===== config.mk =====
export PLATFORM = sky130hd
export DESIGN_NAME = imcv_back
export DESIGN_NICKNAME = d
export VERILOG_FILES = /design/src/rtl/imcv_pkg.sv /design/src/rtl/imcv_back.sv
export SDC_FILE = /design/constraint.sdc
export NUM_CORES = 1
export LEC_CHECK = 0
export ABC_AREA = 1
export BUFFER_PORTS_ARGS = -buffer_cell sky130_fd_sc_hd__buf_2
export CELL_PAD_IN_SITES_DETAIL_PLACEMENT = 0
export CELL_PAD_IN_SITES_GLOBAL_PLACEMENT = 1
export CORE_AREA = 5 5 127 220
export CTS_CLUSTER_DIAMETER = 40
export DETAILED_ROUTE_END_ITERATION = 8
export DIE_AREA = 0 0 132 225
export PLACE_DENSITY_LB_ADDON = 0.3
export SLEW_MARGIN = 10
export SYNTH_ARGS = -nofsm -noshare
export SYNTH_HDL_FRONTEND = slang
export SYNTH_SLANG_ARGS = --single-unit

===== constraint.sdc =====
create_clock -name clk -period 8.85 [get_ports clk]
set_clock_uncertainty 0.05 [all_clocks]
set_input_delay 2.655 -clock clk [delete_from_list [all_inputs] [get_ports clk]]
set_output_delay 2.655 -clock clk [all_outputs]
set_load 0.02 [all_outputs]

===== src/rtl/imcv_pkg.sv =====
// ----------------------------------------------------------------------------
// imcv_pkg: shared types and constants of the 3x3 convolution filter
// Holds the stream payloads, the register file view, register indexes and the
// work item that travels from the front end to the arithmetic back end.
// ----------------------------------------------------------------------------
package imcv_pkg;

  // Register indexes of the configuration port.
  localparam logic [2:0] REG_IMAGE_WIDTH  = 3'd0;
  localparam logic [2:0] REG_IMAGE_HEIGHT = 3'd1;
  localparam logic [2:0] REG_KERNEL_SIZE  = 3'd2;
  localparam logic [2:0] REG_KROW_TOP     = 3'd3;
  localparam logic [2:0] REG_KROW_MID     = 3'd4;
  localparam logic [2:0] REG_KROW_BOT     = 3'd5;
  localparam logic [2:0] REG_DIVISOR      = 3'd6;

  localparam int CFG_DW   = 24;
  localparam int TAPS     = 9;
  localparam int ACC_W    = 21;
  localparam int MAG_W    = 20;
  localparam int DIV_STEPS = 20;

  // Kernel row and column of each flattened tap.
  localparam logic [1:0] TAP_ROW [TAPS] = '{2'd0, 2'd0, 2'd0, 2'd1, 2'd1, 2'd1,
                                            2'd2, 2'd2, 2'd2};
  localparam logic [1:0] TAP_COL [TAPS] = '{2'd0, 2'd1, 2'd2, 2'd0, 2'd1, 2'd2,
                                            2'd0, 2'd1, 2'd2};

  typedef struct packed {
    logic [7:0] pixel_in;
    logic       is_pad;
  } in_item_t;

  typedef struct packed {
    logic [7:0] pixel_out;
    logic       end_of_frame;
  } out_item_t;

  typedef struct packed {
    logic [10:0] image_width;
    logic [12:0] image_height;
    logic [1:0]  kernel_size;
    logic [23:0] kernel_row_top;
    logic [23:0] kernel_row_mid;
    logic [23:0] kernel_row_bot;
    logic [9:0]  divisor;
  } cfg_t;

  // One window ready for arithmetic: masked taps in kernel order.
  typedef struct packed {
    logic [TAPS-1:0][7:0] tap;
    logic                 eof;
  } job_t;

  typedef struct packed {
    logic full;
    logic empty;
  } q_status_t;

endpackage


===== src/rtl/imcv_back.sv =====
// ----------------------------------------------------------------------------
// imcv_back: window arithmetic
// Accumulates the nine tap products with one shared multiplier, divides the
// sum by the divisor bit-serially (truncating toward zero) and holds the
// result until the output transaction completes.
// ----------------------------------------------------------------------------
module imcv_back (
  input  logic                clk,
  input  logic                rst_n,
  input  imcv_pkg::cfg_t      cfg,
  input  imcv_pkg::q_status_t q_status,
  input  imcv_pkg::job_t      job,
  output logic                pop,
  output logic                out_valid,
  input  logic                out_stall,
  output imcv_pkg::out_item_t out_data
);
  import imcv_pkg::*;

  typedef enum logic [3:0] {
    B_IDLE = 4'b0001,
    B_MAC  = 4'b0010,
    B_DIV  = 4'b0100,
    B_OUT  = 4'b1000
  } bstate_t;

  bstate_t                 state_r;
  job_t                    job_r;
  logic [3:0]              tap_r;
  logic [4:0]              step_r;
  logic signed [ACC_W-1:0] acc_r;
  logic                    neg_r;
  logic [MAG_W-1:0]        num_r;
  logic [10:0]             rem_r;
  logic [7:0]              res_r;

  logic [23:0]             krow;
  logic signed [7:0]       coef;
  logic signed [16:0]      prod;
  logic [9:0]              dv;
  logic [10:0]             shifted;
  logic                    qbit;
  logic [MAG_W-1:0]        mag;

  // Coefficient of the current tap and its product.
  always_comb begin
    case (TAP_ROW[tap_r])
      2'd0:    krow = cfg.kernel_row_top;
      2'd1:    krow = cfg.kernel_row_mid;
      default: krow = cfg.kernel_row_bot;
    endcase
    coef = $signed(krow[8*TAP_COL[tap_r] +: 8]);
    prod = $signed({1'b0, job_r.tap[tap_r]}) * coef;
  end

  // One restoring division step.
  always_comb begin
    dv      = (cfg.divisor == '0) ? 10'd1 : cfg.divisor;
    shifted = {rem_r[9:0], num_r[MAG_W-1]};
    qbit    = (shifted >= {1'b0, dv});
    mag     = acc_r[ACC_W-1] ? MAG_W'(-acc_r) : MAG_W'(acc_r);
  end

  assign pop       = (state_r == B_IDLE) && !q_status.empty;
  assign out_valid = (state_r == B_OUT);
  assign out_data.pixel_out    = res_r;
  assign out_data.end_of_frame = job_r.eof;

  always_ff @(posedge clk) begin
    if (!rst_n) begin
      state_r <= B_IDLE;
    end else begin
      case (state_r)
        B_IDLE: begin
          if (!q_status.empty) state_r <= B_MAC;
        end
        B_MAC: begin
          if (tap_r == 4'(TAPS - 1)) state_r <= B_DIV;
        end
        B_DIV: begin
          if (step_r == 5'(DIV_STEPS)) state_r <= B_OUT;
        end
        B_OUT: begin
          if (!out_stall) state_r <= B_IDLE;
        end
        default: state_r <= B_IDLE;
      endcase
    end
  end

  // Datapath registers.
  always_ff @(posedge clk) begin
    case (state_r)
      B_IDLE: begin
        job_r <= job;
        tap_r <= '0;
        acc_r <= '0;
      end
      B_MAC: begin
        acc_r  <= acc_r + {{(ACC_W-17){prod[16]}}, prod};
        tap_r  <= tap_r + 4'd1;
        step_r <= '0;
      end
      B_DIV: begin
        if (step_r == 5'd0) begin
          neg_r <= acc_r[ACC_W-1];
          num_r <= mag;
          rem_r <= '0;
        end else begin
          rem_r <= qbit ? (shifted - {1'b0, dv}) : shifted;
          num_r <= {num_r[MAG_W-2:0], qbit};
        end
        step_r <= step_r + 5'd1;
        // The last step's quotient bit joins the result directly.
        if (step_r == 5'(DIV_STEPS)) begin
          res_r <= neg_r ? (8'd0 - {num_r[6:0], qbit}) : {num_r[6:0], qbit};
        end
      end
      default: begin
        res_r <= res_r;
      end
    endcase
  end

endmodule


==> results of run 1 <==
[critical path, stage by stage]
cell and delay (ns):
sky130_fd_sc_hd__buf_2 0.07, sky130_fd_sc_hd__nand2_1 0.04, sky130_fd_sc_hd__nand2_1 0.09, sky130_fd_sc_hd__o21ai_0 0.08, sky130_fd_sc_hd__o21ai_0 0.37, sky130_fd_sc_hd__nand2_2 0.19
sky130_fd_sc_hd__nor2_1 0.17, sky130_fd_sc_hd__fa_1 0.46, sky130_fd_sc_hd__fa_1 0.51, sky130_fd_sc_hd__fa_1 0.55, sky130_fd_sc_hd__inv_1 0.05, sky130_fd_sc_hd__fa_1 0.53
sky130_fd_sc_hd__inv_1 0.04, sky130_fd_sc_hd__ha_1 0.36, sky130_fd_sc_hd__a21oi_1 0.17, sky130_fd_sc_hd__o21ai_0 0.08, sky130_fd_sc_hd__a21oi_1 0.18, sky130_fd_sc_hd__buf_4 0.16
sky130_fd_sc_hd__o21ai_0 0.09, sky130_fd_sc_hd__xor2_1 0.19, sky130_fd_sc_hd__ha_1 0.35, sky130_fd_sc_hd__nand2_1 0.07, sky130_fd_sc_hd__inv_1 0.11, sky130_fd_sc_hd__nand2_1 0.10
sky130_fd_sc_hd__nor3_1 0.23, sky130_fd_sc_hd__nand4_1 0.23, sky130_fd_sc_hd__a31oi_1 0.23, sky130_fd_sc_hd__nor2_1 0.06
[cell usage in the layout, fill, tap and decap left out, drive strengths merged]
cell,count
xor2,23
inv,178
o221ai,13
a31oi,4
o211ai,17
clkbuf,17
and3,1
a21o,5
o31ai,4
xnor2,10
a21boi,2
a41o,1
a21oi,89
dfxtp,4
nor2,160
o21a,6
nand2,265
o21ai,115
bufinv,2
edfxtp,142
clkinv,7
buf,183
ha,80
nor4,3
nand3,69
o22ai,1
nor3,13
fa,39
nand4,12
o41ai,1
or2,3
o21bai,5
[stage by stage]
| stage | utilization (%) | std cells | setup WS (ns) |
|---|---|---|---|
| floorplan | - | 1300 | 1.03 |
| global placement | 46.9 | 1762 | 0.193 |
| detailed placement | 46.9 | 1762 | 0.166 |
| CTS | 49.4 | 1794 | 0.638 |
| global route | 49.4 | 1794 | 0.102 |
| finish | 49.4 | 1794 | 0.591 |
[kinds of logic after synthesis]
group,after synthesis,synth area share (%)
flops,146,39.5
compound gates,263,14.0
xor+xnor,33,2.63
fa+ha+maj,119,16.2
simple gates,526,19.8
buf+inv,213,7.84
[state kept, by name (all words and copies together), names as in the netlist, 4 cells and up]
signal and cells:
job_r 72, acc_r 21, num_r 20, rem_r 10
res_r 8, step_r 5, state_r 4, tap_r 4
[synth_stat cells, drive strengths merged (13+ instances only)]
library cell	number
nand2	265
buf	26
fa	39
xor2	23
clkbuf	15
nor3	13
o21ai	115
ha	80
edfxtp	142
o221ai	13
inv	171
o211ai	17
nor2	160
a21oi	89
nand3	69
[final cells by class]
class	count	area, um^2	share of cell area (%)
inverter	172	646	5.05
multi-input combinational	941	5790	45.3
clock buffer	17	425	3.33
clock inverter	15	216	1.69
sequential	146	4340	34.0
tap	320	400	3.13
timing repair buffer	183	951	7.44
[worst paths after layout]
path                                   to  slack [ns]  depth (start not counted)                    from
setup / recovery  acc_r[17]$_SDFFCE_PN0P_        0.59                         28                 cfg[80]
hold / removal        num_r[19]$_DFFE_PP_        0.48                          2     num_r[18]$_DFFE_PP_
setup reg to reg  acc_r[17]$_SDFFCE_PN0P_        1.17                         32  tap_r[0]$_SDFFCE_PN0P_
hold reg to reg       num_r[19]$_DFFE_PP_        0.48                          2     num_r[18]$_DFFE_PP_
[routing by layer]
metal	part of all wire [%]	GRT usage (%)	up-vias
li1	-	-	4711
met4	3.2	7.80	0
met3	3.7	3.51	44
met2	58	37.6	188
met5	0	0	-
met1	35	17.8	4252
==> flow_summary.yaml, run 1 <==
setup_path:
  cp.arrival_ns: 8.41
  timing.setup.critical_path_class: "primary input to flop"
  cp_max_fo: 6
  worstSetupEndpointType: "flop"
  worstPathRequired_ns: 9.00
  cp-start-kind: "primary input"
timing:
  worst_slew_pin_slew_ns: 0.942
  clock.fmax_mhz: 121
  final.period_utilization_pct: 93.3
  finalMaxSlewViolations: 0
  setup-violations-final: 0
  setup-tns-final_ns: 0
  worst_hold_slack_ns: 0.480
  hold_viol_final: 0
  rsz_0062_raised_after_global_routing: "no"
  fin_crit_ns: 8.26
  slew_headroom_pct: 37.1
routing:
  post-route-drc-count: 0
  post_drt_via_cell_ratio: 5.13
  route.antenna.remaining_nets: 0
  totalWireLength_um: 27400
  detail_route.iter0.violations: 296
  drtPass1Iterations: 5
  dr_total_vias: 9195
  post_drt_wl_per_cell_um: 15.3
layout:
  nFillCells: 2555
  final_area_um2: 12800
  synth_to_final_area_change_pct: 16.2
  final_nets: 1766
  fraction_of_final_layout_cells_sized_beyond_drive_strength_1_pct: 16.9
  n_antenna_cell: 0
clocking:
  cts_tree: "yes"
  cts_buffers: 17
  cts-hold-fix-buffers: 0
  cts_num_sinks: 146
  clock_path_buffers: 2
  clock_insertion_delay_at_the_later_pin_of_the_skew_report_ns: 0.44
  cts.root.buffer_cell: "sky130_fd_sc_hd__clkbuf_16"
  clock_pin_slew_on_the_worst_setup_and_hold_paths_ns: 0.07
  post-cts-setup-buffers: 0
  maximum_level_of_the_cts_h_tree: 4
  ctsResizeCount: 0
floorplan:
  num_io_pins: 197
  design.die.area_um2: 29700
  initial_utilization_pct: 42.5
  core_area_um2: 25900
  row_count: 78
  chipWidth_um: 132
  die_y_um: 225
yosys:
  synth.distinct_cells: 48
  synth_top_cell_area_share_pct: 38.8
  post_synth_instance_area_um2: 11000
  synth.area.top_cells: "sky130_fd_sc_hd__edfxtp_1 (39%), sky130_fd_sc_hd__ha_1 (9.1%), sky130_fd_sc_hd__nand2_1 (8.7%), sky130_fd_sc_hd__fa_1 (7.1%), sky130_fd_sc_hd__inv_1 (5.7%)"
  synth_enable_flop_cells: 142
  yosys_reg_bits: 146
  syn-mean-instance-area_um2: 8.46
  netlist.top_cell.by_area: "sky130_fd_sc_hd__edfxtp_1"
  synth_seq_area_share_pct: 39.5
  synth.net_count: 1605
  synth_async_sr_flop_share_pct: 0
  ys_dominant_reg_cell: "sky130_fd_sc_hd__edfxtp_1"
  yosysWarningCount: 0
  postSynthCellCount: 1300
placement:
  io_buffers: 169
  placement.cell_area_um2: 12100
  place_congestion: 0.849
  hpwl_um: 22000
job:
  max_cap_violations: 0
global_routing:
  gr-total-overflow: 0
  track_usage_pct: 18.6
  first_global_vias: 9533
  wire_length_of_the_first_global_routing_pass_um: 44500
  grt_max_degree: 74
  antenna_found_initial: 0
hold_path:
  min-delay-path-class: "flop to flop"
status:
  outcome: "finished, final reports clean"
Power of run 1 is left out: the tool's default activity adds up to more than one toggle a clock period on the data nets, which glitch-free logic cannot reach.
==> run 2, diff against run 1 <==
--- a/config.mk
+++ b/config.mk
@@ -5,14 +5,13 @@
 export SDC_FILE = /design/constraint.sdc
 export NUM_CORES = 1
 export LEC_CHECK = 0
-export ABC_AREA = 1
 export BUFFER_PORTS_ARGS = -buffer_cell sky130_fd_sc_hd__buf_2
 export CELL_PAD_IN_SITES_DETAIL_PLACEMENT = 0
 export CELL_PAD_IN_SITES_GLOBAL_PLACEMENT = 1
-export CORE_AREA = 5 5 127 220
+export CORE_AREA = 5 5 125 216
 export CTS_CLUSTER_DIAMETER = 40
 export DETAILED_ROUTE_END_ITERATION = 8
-export DIE_AREA = 0 0 132 225
+export DIE_AREA = 0 0 130 221
 export PLACE_DENSITY_LB_ADDON = 0.3
 export SLEW_MARGIN = 10
 export SYNTH_ARGS = -nofsm -noshare
==> run 2 against run 1 <==
Cell area up 7.1%; area after synthesis shrank 2.0%; fmax shrank 4.7%; via count is 7.8% lower; clock-buffer cell count is the same; critical endpoint is now acc_r[18]$_SDFFCE_PN0P_.
==> flow_summary.yaml, run 2 <==
status:
  outcome: "finished, final reports clean"
yosys:
  postSynthCellCount: 1036
  synth_enable_flop_cells: 142
  synth.mux.area_fraction_pct: 5.61
  synth_xor_area_share_pct: 4.55
  yosys_reg_bits: 146
  post_synth_instance_area_um2: 10800
  netlist.top_cell.by_area: "sky130_fd_sc_hd__edfxtp_1"
  synth_simple_gate_area_share_pct: 13.8
  synth_top_family_by_area: "adder cells"
  synth.distinct_cells: 67
  ys_dominant_reg_cell: "sky130_fd_sc_hd__edfxtp_1"
  synth.area.top_cells: "sky130_fd_sc_hd__edfxtp_1 (40%), sky130_fd_sc_hd__ha_1 (9.3%), sky130_fd_sc_hd__fa_1 (7.2%), sky130_fd_sc_hd__nor2_1 (4.5%), sky130_fd_sc_hd__inv_1 (3.6%)"
  synth_seq_area_share_pct: 40.3
  synth_top_cell_area_share_pct: 39.6
  yosysWarningCount: 0
  yosys.area_share.adder_pct: 16.5
  synthTopCellsByCount: "sky130_fd_sc_hd__edfxtp_1 (142), sky130_fd_sc_hd__nor2_1 (130), sky130_fd_sc_hd__inv_1 (102), sky130_fd_sc_hd__ha_1 (80), sky130_fd_sc_hd__a21oi_1 (73)"
  yosys.cell_count.top_type: "sky130_fd_sc_hd__edfxtp_1"
  syn-mean-instance-area_um2: 10.4
  synth.net_count: 1341
  synth_async_sr_flop_share_pct: 0
  synth_compound_area_share_pct: 14.2
timing:
  worst_hold_slack_ns: 0.522
  slew_headroom_pct: 21.7
  finalMaxSlewViolations: 0
  rsz_0062_raised_after_global_routing: "yes"
  setup-violations-final: 0
  worst_slew_pin_slew_ns: 1.16
  final.period_utilization_pct: 97.9
  clock.fmax_mhz: 115
  setup-tns-final_ns: 0
  hold_viol_final: 0
  fin_crit_ns: 8.66
global_routing:
  wire_length_of_the_first_global_routing_pass_um: 41900
  antenna_found_initial: 0
  first_global_vias: 9045
  track_usage_pct: 18.3
  gr-total-overflow: 0
  grt_max_degree: 51
layout:
  largest_register_ffs: 72
  final_nets: 1598
  final_util_pct: 54.6
  n_antenna_cell: 0
  layout.cells.most_common_list: "sky130_fd_sc_hd__buf_2 (167), sky130_fd_sc_hd__edfxtp_1 (142), sky130_fd_sc_hd__nor2_1 (127)"
  layout.cells.most_common: "sky130_fd_sc_hd__buf_2"
  largest_registers_in_the_final_layout: "job_r (72), acc_r (21), num_r (20)"
  final_area_um2: 13700
  fraction_of_final_layout_cells_sized_beyond_drive_strength_1_pct: 31.8
  synth_to_final_area_change_pct: 27.0
  largest-register: "job_r"
clocking:
  clock_pin_slew_on_the_worst_setup_and_hold_paths_ns: 0.07
  cts_buffers: 17
  cts.root.buffer_cell: "sky130_fd_sc_hd__clkbuf_16"
  cts_num_sinks: 146
  cts_tree: "yes"
  clock_path_buffers: 2
  clock_insertion_delay_at_the_later_pin_of_the_skew_report_ns: 0.43
  maximum_level_of_the_cts_h_tree: 4
  cts-hold-fix-buffers: 0
setup_path:
  timing.setup.critical_path_class: "primary input to flop"
  worstPathRequired_ns: 8.98
  cp.arrival_ns: 8.79
  cp_max_fo: 3
  worstSetupEndpointType: "flop"
  r2r-start: "tap_r[0]$_SDFFCE_PN0P_"
  worst_path_largest_cell_delay_ns: 0.56
  cp-start-kind: "primary input"
  critical_path.startpoint: "cfg[55]"
  critical_path.slowest_cell: "sky130_fd_sc_hd__fa_1"
  critical_path.most_common_cell: "sky130_fd_sc_hd__fa_1"
routing:
  dr_total_vias: 8482
  totalWireLength_um: 25900
  post-route-drc-count: 0
  post_drt_wl_per_cell_um: 16.0
  detail_route.iter0.violations: 298
  post_drt_via_cell_ratio: 5.23
  route.antenna.remaining_nets: 0
  drtPass1Iterations: 5
floorplan:
  num_io_pins: 197
  row_count: 77
  initial_utilization_pct: 43.0
  core_area_um2: 25000
  design.die.area_um2: 28700
  die_y_um: 221
  chipWidth_um: 130
hold_path:
  hp-start: "num_r[17]$_DFFE_PP_"
  min-delay-path-class: "flop to flop"
placement:
  io_buffers: 169
  place_congestion: 0.853
  hpwl_um: 20700
  placement.cell_area_um2: 12700
job:
  max_cap_violations: 0
[run 2: per-stage QoR]
step,worst slack [ns],std cells
after floorplan,0.0161,1036
after global placement,-0.581,1579
after detailed placement,-0.624,1579
after CTS,0.0102,1615
after global routing,-0.0507,1622
final,0.187,1622
[run 2: cell type report]
| cell class | instances | area (um^2) |
|---|---|---|
| timing repair buffer | 277 | 1690 |
| inverter | 102 | 383 |
| clock inverter | 15 | 169 |
| clock buffer | 17 | 425 |
| multi-input combinational | 749 | 6280 |
| sequential | 146 | 4340 |
| fill | 2296 | 11400 |
| tap | 316 | 395 |
[run 2: routing by layer]
| metal | part of all wire, % | up-vias | GRT usage (%) | wire (um) |
|---|---|---|---|---|
| met5 | 0 | - | 0 | 0 |
| met4 | 3.4 | 0 | 6.98 | 882 |
| met3 | 3.2 | 46 | 2.99 | 835 |
| met2 | 59 | 161 | 37.2 | 15200 |
| met1 | 35 | 4025 | 17.4 | 9040 |
| li1 | - | 4250 | - | - |
[run 2: final timing paths]
path / to / slack, ns / cells past startpoint
worst max-delay path: acc_r[18]$_SDFFCE_PN0P_ / 0.19 / 30
worst min-delay path: num_r[18]$_DFFE_PP_ / 0.52 / 1
worst max register to register: acc_r[18]$_SDFFCE_PN0P_ / 1.06 / 33
worst min register to register: num_r[18]$_DFFE_PP_ / 0.52 / 1
[run 2: cells by family (layout without fill, tap and decap cells)]
family                     count (synthesis)  in the layout
AOI/OAI and AO/OA                        229            229
xor gates and xnor gates                  56             56
adders and majority gates                119            119
buffers and inverters                    141            411
DFF                                      146            146
muxes                                     39             39
and+or+nand+nor                          306            306
[run 2: what timing repair did]
item	in CTS	in global routing
buffers inserted	4	7
resized for setup	19	64
setup endpoints to repair	5	10
pin swaps	12	38
hold endpoints to repair	0	0
[run 2: critical path: cells and delay by family]
kind | cells | cell delay (ns)
fa+ha+maj | 6 | 2.62
simple gates | 5 | 0.54
buf+inv | 5 | 0.47
compound gates | 11 | 1.94
mux | 2 | 0.44
xor+xnor | 1 | 0.10
Power of run 2 is left out for the same reason.
