===== src/rtl/imcv_pkg.sv =====
// ----------------------------------------------------------------------------
// imcv_pkg: shared types and constants of the 3x3 convolution filter
// Holds the stream payloads, the register file view, register indexes and the
// work item that travels from the front end to the arithmetic back end.
// ----------------------------------------------------------------------------
package imcv_pkg;

  // Register indexes of the configuration port.
  localparam logic [2:0] REG_IMAGE_WIDTH  = 3'd0;
  localparam logic [2:0] REG_IMAGE_HEIGHT = 3'd1;
  localparam logic [2:0] REG_KERNEL_SIZE  = 3'd2;
  localparam logic [2:0] REG_KROW_TOP     = 3'd3;
  localparam logic [2:0] REG_KROW_MID     = 3'd4;
  localparam logic [2:0] REG_KROW_BOT     = 3'd5;
  localparam logic [2:0] REG_DIVISOR      = 3'd6;

  localparam int CFG_DW   = 24;
  localparam int TAPS     = 9;
  localparam int ACC_W    = 21;
  localparam int MAG_W    = 20;
  localparam int DIV_STEPS = 20;

  // Kernel row and column of each flattened tap.
  localparam logic [1:0] TAP_ROW [TAPS] = '{2'd0, 2'd0, 2'd0, 2'd1, 2'd1, 2'd1,
                                            2'd2, 2'd2, 2'd2};
  localparam logic [1:0] TAP_COL [TAPS] = '{2'd0, 2'd1, 2'd2, 2'd0, 2'd1, 2'd2,
                                            2'd0, 2'd1, 2'd2};

  typedef struct packed {
    logic [7:0] pixel_in;
    logic       is_pad;
  } in_item_t;

  typedef struct packed {
    logic [7:0] pixel_out;
    logic       end_of_frame;
  } out_item_t;

  typedef struct packed {
    logic [10:0] image_width;
    logic [12:0] image_height;
    logic [1:0]  kernel_size;
    logic [23:0] kernel_row_top;
    logic [23:0] kernel_row_mid;
    logic [23:0] kernel_row_bot;
    logic [9:0]  divisor;
  } cfg_t;

  // One window ready for arithmetic: masked taps in kernel order.
  typedef struct packed {
    logic [TAPS-1:0][7:0] tap;
    logic                 eof;
  } job_t;

  typedef struct packed {
    logic full;
    logic empty;
  } q_status_t;

endpackage


===== src/rtl/imcv_queue.sv =====
// ----------------------------------------------------------------------------
// imcv_queue: two-entry window queue
// Decouples window assembly from the arithmetic so each side stalls on its own.
// ----------------------------------------------------------------------------
module imcv_queue (
  input  logic                clk,
  input  logic                rst_n,
  input  logic                push,
  input  imcv_pkg::job_t      push_data,
  input  logic                pop,
  output imcv_pkg::job_t      pop_data,
  output imcv_pkg::q_status_t status
);
  import imcv_pkg::*;

  job_t       mem_r [2];
  logic       wptr_r, rptr_r;
  logic [1:0] count_r;

  assign pop_data     = mem_r[rptr_r];
  assign status.full  = (count_r == 2'd2);
  assign status.empty = (count_r == 2'd0);

  // Entry storage.
  always_ff @(posedge clk) begin
    if (push) mem_r[wptr_r] <= push_data;
  end

  // Pointers and fill level.
  always_ff @(posedge clk) begin
    if (!rst_n) begin
      wptr_r  <= 1'b0;
      rptr_r  <= 1'b0;
      count_r <= 2'd0;
    end else begin
      if (push) wptr_r <= ~wptr_r;
      if (pop) rptr_r <= ~rptr_r;
      case ({push, pop})
        2'b10:   count_r <= count_r + 2'd1;
        2'b01:   count_r <= count_r - 2'd1;
        default: count_r <= count_r;
      endcase
    end
  end

endmodule


===== config.mk =====
export PLATFORM = sky130hd
export DESIGN_NAME = imcv_queue
export DESIGN_NICKNAME = d
export VERILOG_FILES = /design/src/rtl/imcv_pkg.sv /design/src/rtl/imcv_queue.sv
export SDC_FILE = /design/constraint.sdc
export NUM_CORES = 1
export LEC_CHECK = 0
export ABC_AREA = 1
export ABC_CLOCK_PERIOD_IN_PS = 5500
export BUFFER_PORTS_ARGS = -buffer_cell sky130_fd_sc_hd__clkbuf_2
export CELL_PAD_IN_SITES_DETAIL_PLACEMENT = 0
export CELL_PAD_IN_SITES_GLOBAL_PLACEMENT = 2
export CORE_ASPECT_RATIO = 1.75
export CORE_MARGIN = 3
export CORE_UTILIZATION = 39
export DETAILED_ROUTE_END_ITERATION = 16
export PLACE_DENSITY_LB_ADDON = 0.1
export SLEW_MARGIN = 20
export SYNTH_ARGS = -nofsm -noshare
export SYNTH_HDL_FRONTEND = slang
export SYNTH_SLANG_ARGS = --single-unit

===== constraint.sdc =====
create_clock -name clk -period 5.5 [get_ports clk]
set_input_delay 0.275 -clock clk [delete_from_list [all_inputs] [get_ports clk]]
set_output_delay 0.275 -clock clk [all_outputs]
set_load 0.05 [all_outputs]

==> results.txt, run 1 <==
The via density per instance is between 4 and 5. Compared with the post-synthesis result, the final layout area differs by 25.1%. The CTS H-tree depth came out at 4. The largest total area in the synthesized netlist belongs to sky130_fd_sc_hd__edfxtp_1. Buffers inserted during clock tree synthesis total 17. The total overflow left after global routing is 0. The critical path required time came out at 5.22 ns. Measured along the x axis, the die boundary spans 98.6 microns.

Detailed routing inserted a total of 2841 vias. The setup slack of the critical path after layout is between 2 and 3 ns. The die area came out at 0.0166 sq mm. The worst ir drop on vdd is 239 uV.

The final clock period utilization by the worst path came out at 0.513. The number of nets in the layout is 505. The synthesized netlist net count came out at 340. The number of hold-slack violations in the final timing report is 0.

The effective utilization at floorplan is 0.403. For the pin with the worst max-slew slack, the measured transition is 0.830 ns. The critical path launch point type is a flip-flop.

In this run the tightest slew margin relative to its limit is 0.446. The global routing usage summed across all routing layers is 0.128. The DRC marker count from the first detailed-route iteration is 120. The critical path is of the flip-flop to primary output type. The worst setup path is captured at a primary output. The clock insertion delay at the later pin of the skew report is 0.41 ns. The power per cell area is 400 mW/mm^2. The critical path data arrival time is around 2.6 ns. The post-synthesis cell type count is 13. The area occupied by multi-input gates came out at 0.00120 sq mm. Clock-pin slew was measured on the worst setup and hold paths at 0.06 ns.

The total wirelength of the detailed-routed design is 10.3 mm. The number of antenna violations at the first check in global routing came out at 0. Yosys attributes the largest share of cell area to sky130_fd_sc_hd__edfxtp_1 75%, sky130_fd_sc_hd__mux2_4 18%, sky130_fd_sc_hd__buf_12 2.4%. The Yosys step of the flow raised 0 warnings. The number of antenna cells inserted is 0.

The mean routed wirelength per cell is 16.7 microns. The number of hold-repair buffers added at the cts stage came out at 0. The max-capacitance violation count is 0. The synthesized design contains approximately 150 register bits. The number of placement rows is 58. The share of synthesized area occupied by flip-flops and latches came out at 0.767. Detailed placement finished with a half-perimeter wire length of 7.04 mm. The area fraction of the dominant cell type after synthesis is 0.750. The final total negative setup slack is 0 ns. The path class of the tightest hold or removal check is input port to flip-flop.

The number of buffers inserted by port buffering came out at 151. The via count of the first global-routing pass came out at between 2000 and 3000. The number of max-slew violations in the final report came out at 0. After filler insertion, the fill cell instance count of the layout stands at 1271. Setup repair after global routing left no endpoint under its margin. The number of iterations in the first detailed-routing pass is 4. The core region area is 0.0145 sq mm.

In this run the vertical extent of the chip is 168 microns. The number of design rule violations left after detail routing came out at 0. The post-CTS setup buffer count came out at 0.

The analysis attributes to cell leakage a power of 0.00296 uW. The clock skew is 0.00612 ns. The layout cell share with drive strength beyond 1 came out at 0.589. The achievable frequency came out at 0.354 GHz. The average cell area after synthesis is 22.3 sq um. The mapped cell area came out at 0.00585 sq mm.

The synthesized instance count is 262. The cell area after placement is around 0.0067 sq mm. The first global-routing pass estimated 15.7 mm of wire. Setup violations remaining at the end of the flow were counted as 0. After routing the design area is 0.00731 sq mm. The detail route stage leaves a number of antenna-violating nets equal to 0.

The worst-path maximum fanout came out at 44. The worst slack at placement came out at 3.04 ns. The count of boundary I/O pins came out at 152.

The sequential cell area came out at 0.00449 sq mm. The maximum buffer depth of the clock tree came out at 2. The number of cells upsized or downsized after cts came out at 0. The total power came out at roughly 2900 uW. The flow ran to the end, and the final reports show no timing, DRC or antenna violations. TritonCTS built the clock tree.

The root buffer cell chosen for the clock tree is sky130_fd_sc_hd__clkbuf_16. At the end of routability-driven placement, the weighted congestion stood at about 0.66. The internal reg-to-reg setup slack is between 3 and 4 ns.

Hold timing on the final database bottoms out at a slack of 0.0507 ns. Entering global routing, the biggest net connects 57 pins. Subtracting the final worst setup slack from the clock period gives 2.82 ns. Clock tree synthesis found a total of ~150 sinks.
## metrics by stage
stage,instances,utilization
3_3_place_gp,588,0.462
3_5_place_dp,588,0.462
2_1_floorplan,262,-
6_report,620,0.504
4_1_cts,620,0.504
5_1_grt,620,0.504
## final timing paths
check,startpoint,end,cells past startpoint
setup / recovery,flip-flop,pop_data[53],3
hold / removal,push_data[63],mem_r[1][63],1
setup reg to reg,wptr_r,mem_r[0][49],2
hold reg to reg,rptr_r,rptr_r,2
## logic make-up (layout without fill, tap and decap cells)
logic type | after synthesis | in the layout | synth area share
and+or+nand+nor | 21 | 21 | 0.0139
DFF | 151 | 151 | 0.767
adders and majority gates | 1 | 1 | 0.00214
buffers and inverters | 14 | 192 | 0.0297
AOI/OAI and AO/OA | 2 | 2 | 0.00171
muxes | 73 | 73 | 0.186
## Yosys cell counts, drive strengths merged
| library cell | number |
|---|---|
| ha | 1 |
| nand2 | 8 |
| nand4 | 1 |
| o21ai | 1 |
| dfxtp | 5 |
| edfxtp | 146 |
| nor2 | 12 |
| a21oi | 1 |
| buf | 8 |
| mux2 | 73 |
| inv | 6 |
## power by group
group / switching [uW] / internal (uW) / total, uW / leakage, uW
clock: 442 / 718 / 1160 / 0.000279
sequential: 29.0 / 1330 / 1360 / 0.00141
combinational: 271 / 132 / 402 / 0.00127
total: 741 / 2180 / 2920 / 0.00296
## routing by layer
layer | up-vias | wire length [microns] | track usage | part of all wire
li1 | 1345 | - | - | -
met3 | 16 | 692 | 0.0456 | 0.067
met2 | 91 | 5920 | 0.233 | 0.57
met4 | 0 | 177 | 0.0535 | 0.017
met5 | - | 0 | 0 | 0
met1 | 1389 | 3550 | 0.130 | 0.34
## flip-flops by register name (all words and copies together), names as in the netlist, named ones only
signal / count
count_r: 2
mem_r: 146
wptr_r: 1
rptr_r: 1
## layout make-up
class,count,share of cell area
timing repair buffer,154,0.106
sequential,151,0.614
clock inverter,13,0.0229
inverter,6,0.00325
tap,180,0.0308
multi-input combinational,97,0.164
clock buffer,19,0.0592
## cells in the final DEF (no fill, tap or decap), drive strengths merged
cell / synthesis / routed
a21oi: 1 / 1
buf: 8 / 3
bufinv: 0 / 3
clkbuf: 0 / 170
clkinv: 0 / 3
clkinvlp: 0 / 4
dfxtp: 5 / 5
edfxtp: 146 / 146
ha: 1 / 1
inv: 6 / 9
mux2: 73 / 73
nand2: 8 / 8
nand4: 1 / 1
nor2: 12 / 12
o21ai: 1 / 1
## critical path: stages, from the launching register on
cell                       delay [ns]
sky130_fd_sc_hd__dfxtp_4         0.89
sky130_fd_sc_hd__buf_4           0.62
sky130_fd_sc_hd__mux2_4          0.35
sky130_fd_sc_hd__clkbuf_2        0.24
No activity file was read; power rests on OpenSTA's default activity.
==> run 2: changes to the inputs <==
Settings changed: ABC_CLOCK_PERIOD_IN_PS 5500 to 2400, CORE_UTILIZATION 39 to 35.
Clock period 5.5 ns to 2.4 ns, I/O delays scaled along.
==> run 2 against run 1 <==
Clock-buffer cell count shrank 2. Sequential power rose by 130%. Setup slack got worse by 2.4 ns. Critical path depth stayed put. First-iteration DRC count shrank 20%. Cell area rose by 12%. Highest routed layer unchanged. Non-clock buffer count grew 78. Global-route usage decreased by 0.23 points. Routed wire length rose by 7.5%.
==> results.txt, run 2 (synthesis results as in run 1) <==
The flow ran to the end, and the final reports show no timing, DRC or antenna violations. The largest net degree at the start of global routing is 74. The sum of buffers and inverters on the critical path is 2.

Along the worst path, the maximum fanout reaches 29. The number of flip-flops in the largest register came out at 146. In this run the count of I/O pins placed on the die edge is 152. The first global-routing pass estimated 17.4 mm of wire. The routed layout has 3104 vias. On the critical path, the stage with the largest delay is an instance of sky130_fd_sc_hd__dfxtp_4. In the final layout, the multi-input gates occupy 0.00120 sq mm. The logic gate share of total power is 0.160. The effective utilization at floorplan came out at 0.363. The CTS H-tree depth is 4. In this run the power spent charging and discharging nets is 1690 uW.

The core region area is 0.0161 sq mm. The worst setup path is captured at a primary output. The post-CTS setup buffer count came out at 0. The class of the most critical setup path is flip-flop to primary output. The DRC marker count from the first detailed-route iteration is 96.

After global routing, the most crowded layer is met2. Leaving out fill and tap cells, the most frequent cell in the layout is sky130_fd_sc_hd__clkbuf_2. The post-detailed-route count of antenna-violating nets is 0. The tree is rooted in a sky130_fd_sc_hd__clkbuf_16. Broken down by cell family, the worst path's largest delay share belongs to flip-flops. The clock network power share is 0.374. The clock-pin slew of the registers on the worst-case setup and hold paths is ~0.060 ns. The tightest min-delay check is of the input port to flip-flop type.

After detailed routing, the average wire length per cell comes to 15.1 microns. The number of buffers inserted by port buffering came out at about 150. The largest registers in the layout are mem_r: 146 flops, count_r: 2 flops.

The signal on the critical path passes through buf_12 > mux2_2 > clkbuf_2. The number of max-slew violations in the final report came to 0. TritonCTS built the clock tree. For met1 alone, demand over resource in global routing was 0.124. The number of hold-slack violations in the final timing report came out at 0. The share of total power consumed by net switching is 0.254. The number of iterations in the first detailed-routing pass is 4.

Setup violations remaining at the end of the flow were counted as 0. The internal reg-to-reg setup slack came out at between 1 and 1.5 ns. The reported leakage power came out at 0.00329 uW. The die area came out at 0.0184 sq mm. The final worst hold slack came out at 0.0118 ns. The internal power of the cells totals 4960 uW. The number of filler cells placed in the layout came out at 1390. The final clock period utilization by the worst path came out at 0.864. The number of nets in the layout is 583. The number of antenna violations at the first check in global routing is 0. The final global-route overflow total is 0. The worst ir drop on vdd is 493 uV.

In the global route stage, met2 resource usage came out at 0.243. The routability congestion estimate from global placement is 0.668. The clock drives 151 sinks. The worst setup path is launched from a flip-flop.

The die width is 104 microns. The maximum buffer depth of the clock tree is 2. The sum of net half-perimeters after detailed placement came out at 7.24 mm. Measured along the y axis, the die boundary spans ~180 microns. The critical path required time came out at between 2 and 2.5 ns.

For this run, the total global-route usage over all layers was measured as 0.125. The sequential cell area came out at 0.00449 sq mm. The final total negative setup slack is 0 ns. The power per cell area is 816 mW/mm^2.

The number of placement rows is 61. The largest stage delay on the critical path came out at between 0.6 and 0.7 ns. The via density per instance is 4.22. The area growth from synthesis to layout is 39.5%.

Data on the critical path arrives at its endpoint at 1.95 ns. The clock skew is 0.00810 ns. In the global route stage, met3 resource usage came out at 0.0361. The clock period could shrink to 2.07 ns. The max-capacitance violation count came out at 0. Once the clock tree was built, the resizer swapped 0 gates to a different size. The number of design rule violations left after detail routing is 0. Of the cells placed in the final design, the portion with a size suffix greater than 1 is 0.505. Setup repair after global routing left no endpoint under its margin. The actual slew at the worst max-slew pin is roughly 0.46 ns. The clock insertion delay at the later pin of the skew report came out at a little over 0.4 ns.

The via count of the first global-routing pass came out at ~3500. The TritonCTS buffer count came out at 17. The number of antenna cells inserted is 0. The final layout contains routed wiring with a total length of roughly 11 mm.

In this run, post-CTS hold repair placed 76 buffers. Timing would allow up to 0.482 GHz. The headroom to the max-slew limit came out at 0.690.

In the layout the commonest cells are 151 x sky130_fd_sc_hd__clkbuf_2, 146 x sky130_fd_sc_hd__edfxtp_1, 76 x sky130_fd_sc_hd__dlygate4sd3_1, 70 x sky130_fd_sc_hd__mux2_4, 17 x sky130_fd_sc_hd__clkbuf_16. Counting flops per register, the top entry is mem_r. The relative contribution of sequential cells to total power is 0.466.
-- run 2: changes by cell type in the layout (fill, tap and decap cells not counted) --
cell,previous run,this run
sky130_fd_sc_hd__clkinv_4,1,2
sky130_fd_sc_hd__inv_6,4,2
sky130_fd_sc_hd__buf_12,0,5
sky130_fd_sc_hd__clkbuf_1,2,0
sky130_fd_sc_hd__clkinv_2,1,3
sky130_fd_sc_hd__dlygate4sd3_1,0,76
sky130_fd_sc_hd__clkinvlp_4,4,3
sky130_fd_sc_hd__buf_4,3,0
sky130_fd_sc_hd__bufinv_16,3,2
-- run 2: routing by layer --
| metal | vias up | share of wire | routed length, microns |
|---|---|---|---|
| met5 | - | 0 | 0 |
| met4 | 0 | 0.014 | 155 |
| met3 | 11 | 0.043 | 473 |
| met2 | 82 | 0.58 | 6440 |
| met1 | 1511 | 0.36 | 4050 |
| li1 | 1500 | - | - |
-- run 2: cell type report --
type                            instances  area share
Clock buffer                           17      0.0522
Clock inverter                         12      0.0161
Inverter                                6     0.00291
Multi-Input combinational cell         97       0.147
Sequential cell                       151       0.550
Tap cell                              220      0.0337
Timing Repair Buffer                  232       0.198
-- run 2: path summary, 6_finish.rpt --
kind / depth (start not counted) / startpoint / endpoint
max: 3 / flip-flop / pop_data[72]
min: 3 / pop / flip-flop
max reg2reg: 3 / wptr_r / mem_r[1][35]
min reg2reg: 2 / rptr_r / flip-flop
-- run 2: metrics by stage --
stage / utilization / std cells / cell area, sq um / power [uW] / worst slack [ns]
3_3_place_gp: 0.425 / 630 / 6840 / 4130 / 0.714
4_1_cts: 0.506 / 735 / 8160 / 6760 / 0.256
3_5_place_dp: 0.425 / 630 / 6840 / 4140 / 0.706
2_1_floorplan: - / 262 / 5850 / 3910 / 0.0911
5_1_grt: 0.506 / 735 / 8160 / 6930 / 0.205
6_report: 0.506 / 735 / 8160 / 6650 / 0.327
-- run 2: power groups by stage --
stage          Clock (uW)  Combinational (uW)  Sequential (uW)
3_3_place_gp            0                 976             3150
5_1_grt              2690                1120             3110
3_5_place_dp            0                 982             3160
2_1_floorplan           0                 774             3140
6_report             2490                1060             3100
4_1_cts              2580                1080             3100
-- run 2: worst min-delay path, delay by kind of cell --
family | cells | cell delay (ns)
buf+inv | 1 | 0.11
simple gates | 2 | 0.14
==> run 3: changes to the inputs <==
Settings changed: CORE_MARGIN 3 to 5.
==> run 3 against run 2 <==
Cell count grew 1.2%. Fmax is 7.3% higher. Flip-flop and latch count unchanged. Sequential power about the same.
==> results.txt, run 3 (synthesis results as in run 1) <==
The kind of cell with the highest combined delay along the critical path is buffers and inverters. The clock skew came out at 0.00901 ns. The largest registers in the layout are mem_r: 146 flops, count_r: 2 flops. The slowest stage of the critical path belongs to the cell sky130_fd_sc_hd__dfxtp_4. Before antenna repair, the detailed router went through 4 iterations.

TritonCTS built the clock tree. The worst ir drop on vdd is between 500 and 600 uV. The number of filler cells placed in the layout came out at 1479.

The critical path launch point type is a flip-flop. The via count of the routed design is 3135. The number of design rule violations left after detail routing is 0.

The number of antenna violations at the first check in global routing came out at 0. The critical path data arrival time is 1.81 ns. The cell sitting at the root of the clock tree is a sky130_fd_sc_hd__clkbuf_16. In the final layout, the multi-input gates occupy 0.00120 sq mm. Ranked by flip-flop count, first place goes to mem_r. In the layout the commonest cells are 151 x sky130_fd_sc_hd__clkbuf_2, 146 x sky130_fd_sc_hd__edfxtp_1, 76 x sky130_fd_sc_hd__dlygate4sd3_1, 70 x sky130_fd_sc_hd__mux2_4, 17 x sky130_fd_sc_hd__clkbuf_16. The congestion estimate from routability-driven global placement came to 0.671. The floorplan step defined a die boundary enclosing 0.0195 sq mm. The utilization after layout is 0.498. The vertical die dimension is 181 microns. The final total negative setup slack came out at 0 ns. The flow ran to the end, and the final reports show no timing, DRC or antenna violations. The number of max-slew violations in the final report is 0. Setup violations remaining at the end of the flow were counted as 0. Measured along the x axis, the die boundary spans 108 microns. Compared with the post-synthesis result, the final layout area differs by 40.0%. The via density per instance came out at ~4.2. The number of cells upsized or downsized after cts is 0. The tool flagged a number of max-cap violations equal to 0. The worst register-to-register path begins at wptr_r.

The initial utilization of the core area, before any placement, comes to 0.356. The total wirelength of the detailed-routed design came out at 11.5 mm. The critical path required time came out at 2.28 ns. The type of the tightest min-delay check is input port to flip-flop. Summed over all cells, the static leakage comes to between 0.003 and 0.004 uW. Once placement completed, the tool counted placed cells totaling 636. The number of hold-slack violations in the final timing report was 0. The final clock period utilization by the worst path is 0.805. The worst setup path is captured at a primary output. The non-filler instance count after layout is roughly 740. The number of placement rows came out at 62. TritonCTS created 17 clock buffers.

The count of boundary I/O pins came out at 152. The critical path in this run is classified as flip-flop to primary output. For this run the aggregate overflow at the end of global routing stands at 0. The critical path goes through buf_12 > mux2_2 > clkbuf_2.

After the first detailed-routing iteration, the DRC count stood at 84. The via count of the first global-routing pass is 3313. The worst hold path begins at push_data[31]. The CTS H-tree depth is 4. The sum of net half-perimeters after detailed placement is just under 8 mm. The clock insertion delay at the later pin of the skew report came out at 0.41 ns. For this design the ratio of total power to cell area is around 840 mW/mm^2. The clock-pin slew of the registers on the worst-case setup and hold paths came out at approximately 0.060 ns.

The number of nets in the layout came out at 585. The worst path needs 1.93 ns of the cycle, external delays included. The headroom to the max-slew limit came out at 0.578. Setup repair after global routing left no endpoint under its margin. The global routing usage summed across all routing layers is 0.119. The achievable frequency is just over 0.5 GHz. The core region area came out at 0.0164 sq mm.

For the pin with the worst max-slew slack, the measured transition is 0.633 ns. The number of buffers inserted by port buffering came out at between 150 and 200. The first global-routing pass estimated approximately 17 mm of wire. Of the cells placed in the final design, the portion with a size suffix greater than 1 is 0.506. The number of antenna cells inserted is 0. Across the whole layout, storage elements account for approximately 0.0045 sq mm.

The placed instances occupy a cell area of approximately 0.0068 sq mm. The number of sinks on the clock net came out at around 150. The most frequent standard cell in the layout excluding fill and tap cells is sky130_fd_sc_hd__clkbuf_2. The longest clock path from root to sink contains 2 buffers. The worst-path maximum fanout came out at 34. The mean routed wirelength per cell is 15.4 microns. The number of flip-flops in the largest register came out at 146. The post-route cell area is between 0.008 and 0.009 sq mm.

The critical path contains buffers and inverters numbering 2 combined. The largest stage delay on the critical path is around 0.48 ns. Entering global routing, the biggest net connects 46 pins. The detail route stage leaves a number of antenna-violating nets equal to 0.
run 3: path summary, 6_finish.rpt:
kind,endpoint,cells past startpoint,slack (ns)
min,mem_r[0][31],2,0.43
max,pop_data[67],3,0.47
min reg2reg,rptr_r,2,0.49
max reg2reg,mem_r[1][59],3,0.86
run 3: stage by stage:
step	power (uW)	hold slack, ns	worst slack (ns)
global placement	4120	0.309	0.826
global route	7080	0.423	0.390
CTS	6950	0.412	0.420
detailed placement	4130	0.313	0.793
finish	6830	0.433	0.468
floorplan	3910	0.219	0.0911
run 3: final cells by class:
type	count	share of cell area
well taps	224	0.0342
multi-input cells	97	0.146
clock inverters	14	0.0211
flip-flops and latches	151	0.548
clock buffers	18	0.0524
inverters	6	0.00290
repair buffers	234	0.195
run 3: worst reg2reg max path, cell delays in order (launching register included):
cell and delay, ns:
sky130_fd_sc_hd__dfxtp_1 0.38, sky130_fd_sc_hd__nand2_1 0.11, sky130_fd_sc_hd__clkinv_2 0.26, sky130_fd_sc_hd__buf_4 0.43
run 3: where the power goes:
group / internal [uW] / switching (uW) / leakage, uW
Combinational: 392 / 673 / 0.00161
Clock: 1640 / 1030 / 0.000283
Sequential: 3050 / 42.4 / 0.00141
run 3: repair_timing:
item	4_1_cts	5_1_grt
setup buffers	0	0
hold buffers	76	0
endpoints found under the hold margin	151	0
run 3: routing by layer:
| layer | GRT usage | vias to the layer above | routed length, microns |
|---|---|---|---|
| met5 | 0 | - | 0 |
| met1 | 0.119 | 1526 | 4160 |
| met4 | 0.0440 | 0 | 127 |
| met3 | 0.0346 | 8 | 546 |
| li1 | - | 1507 | - |
| met2 | 0.226 | 94 | 6630 |
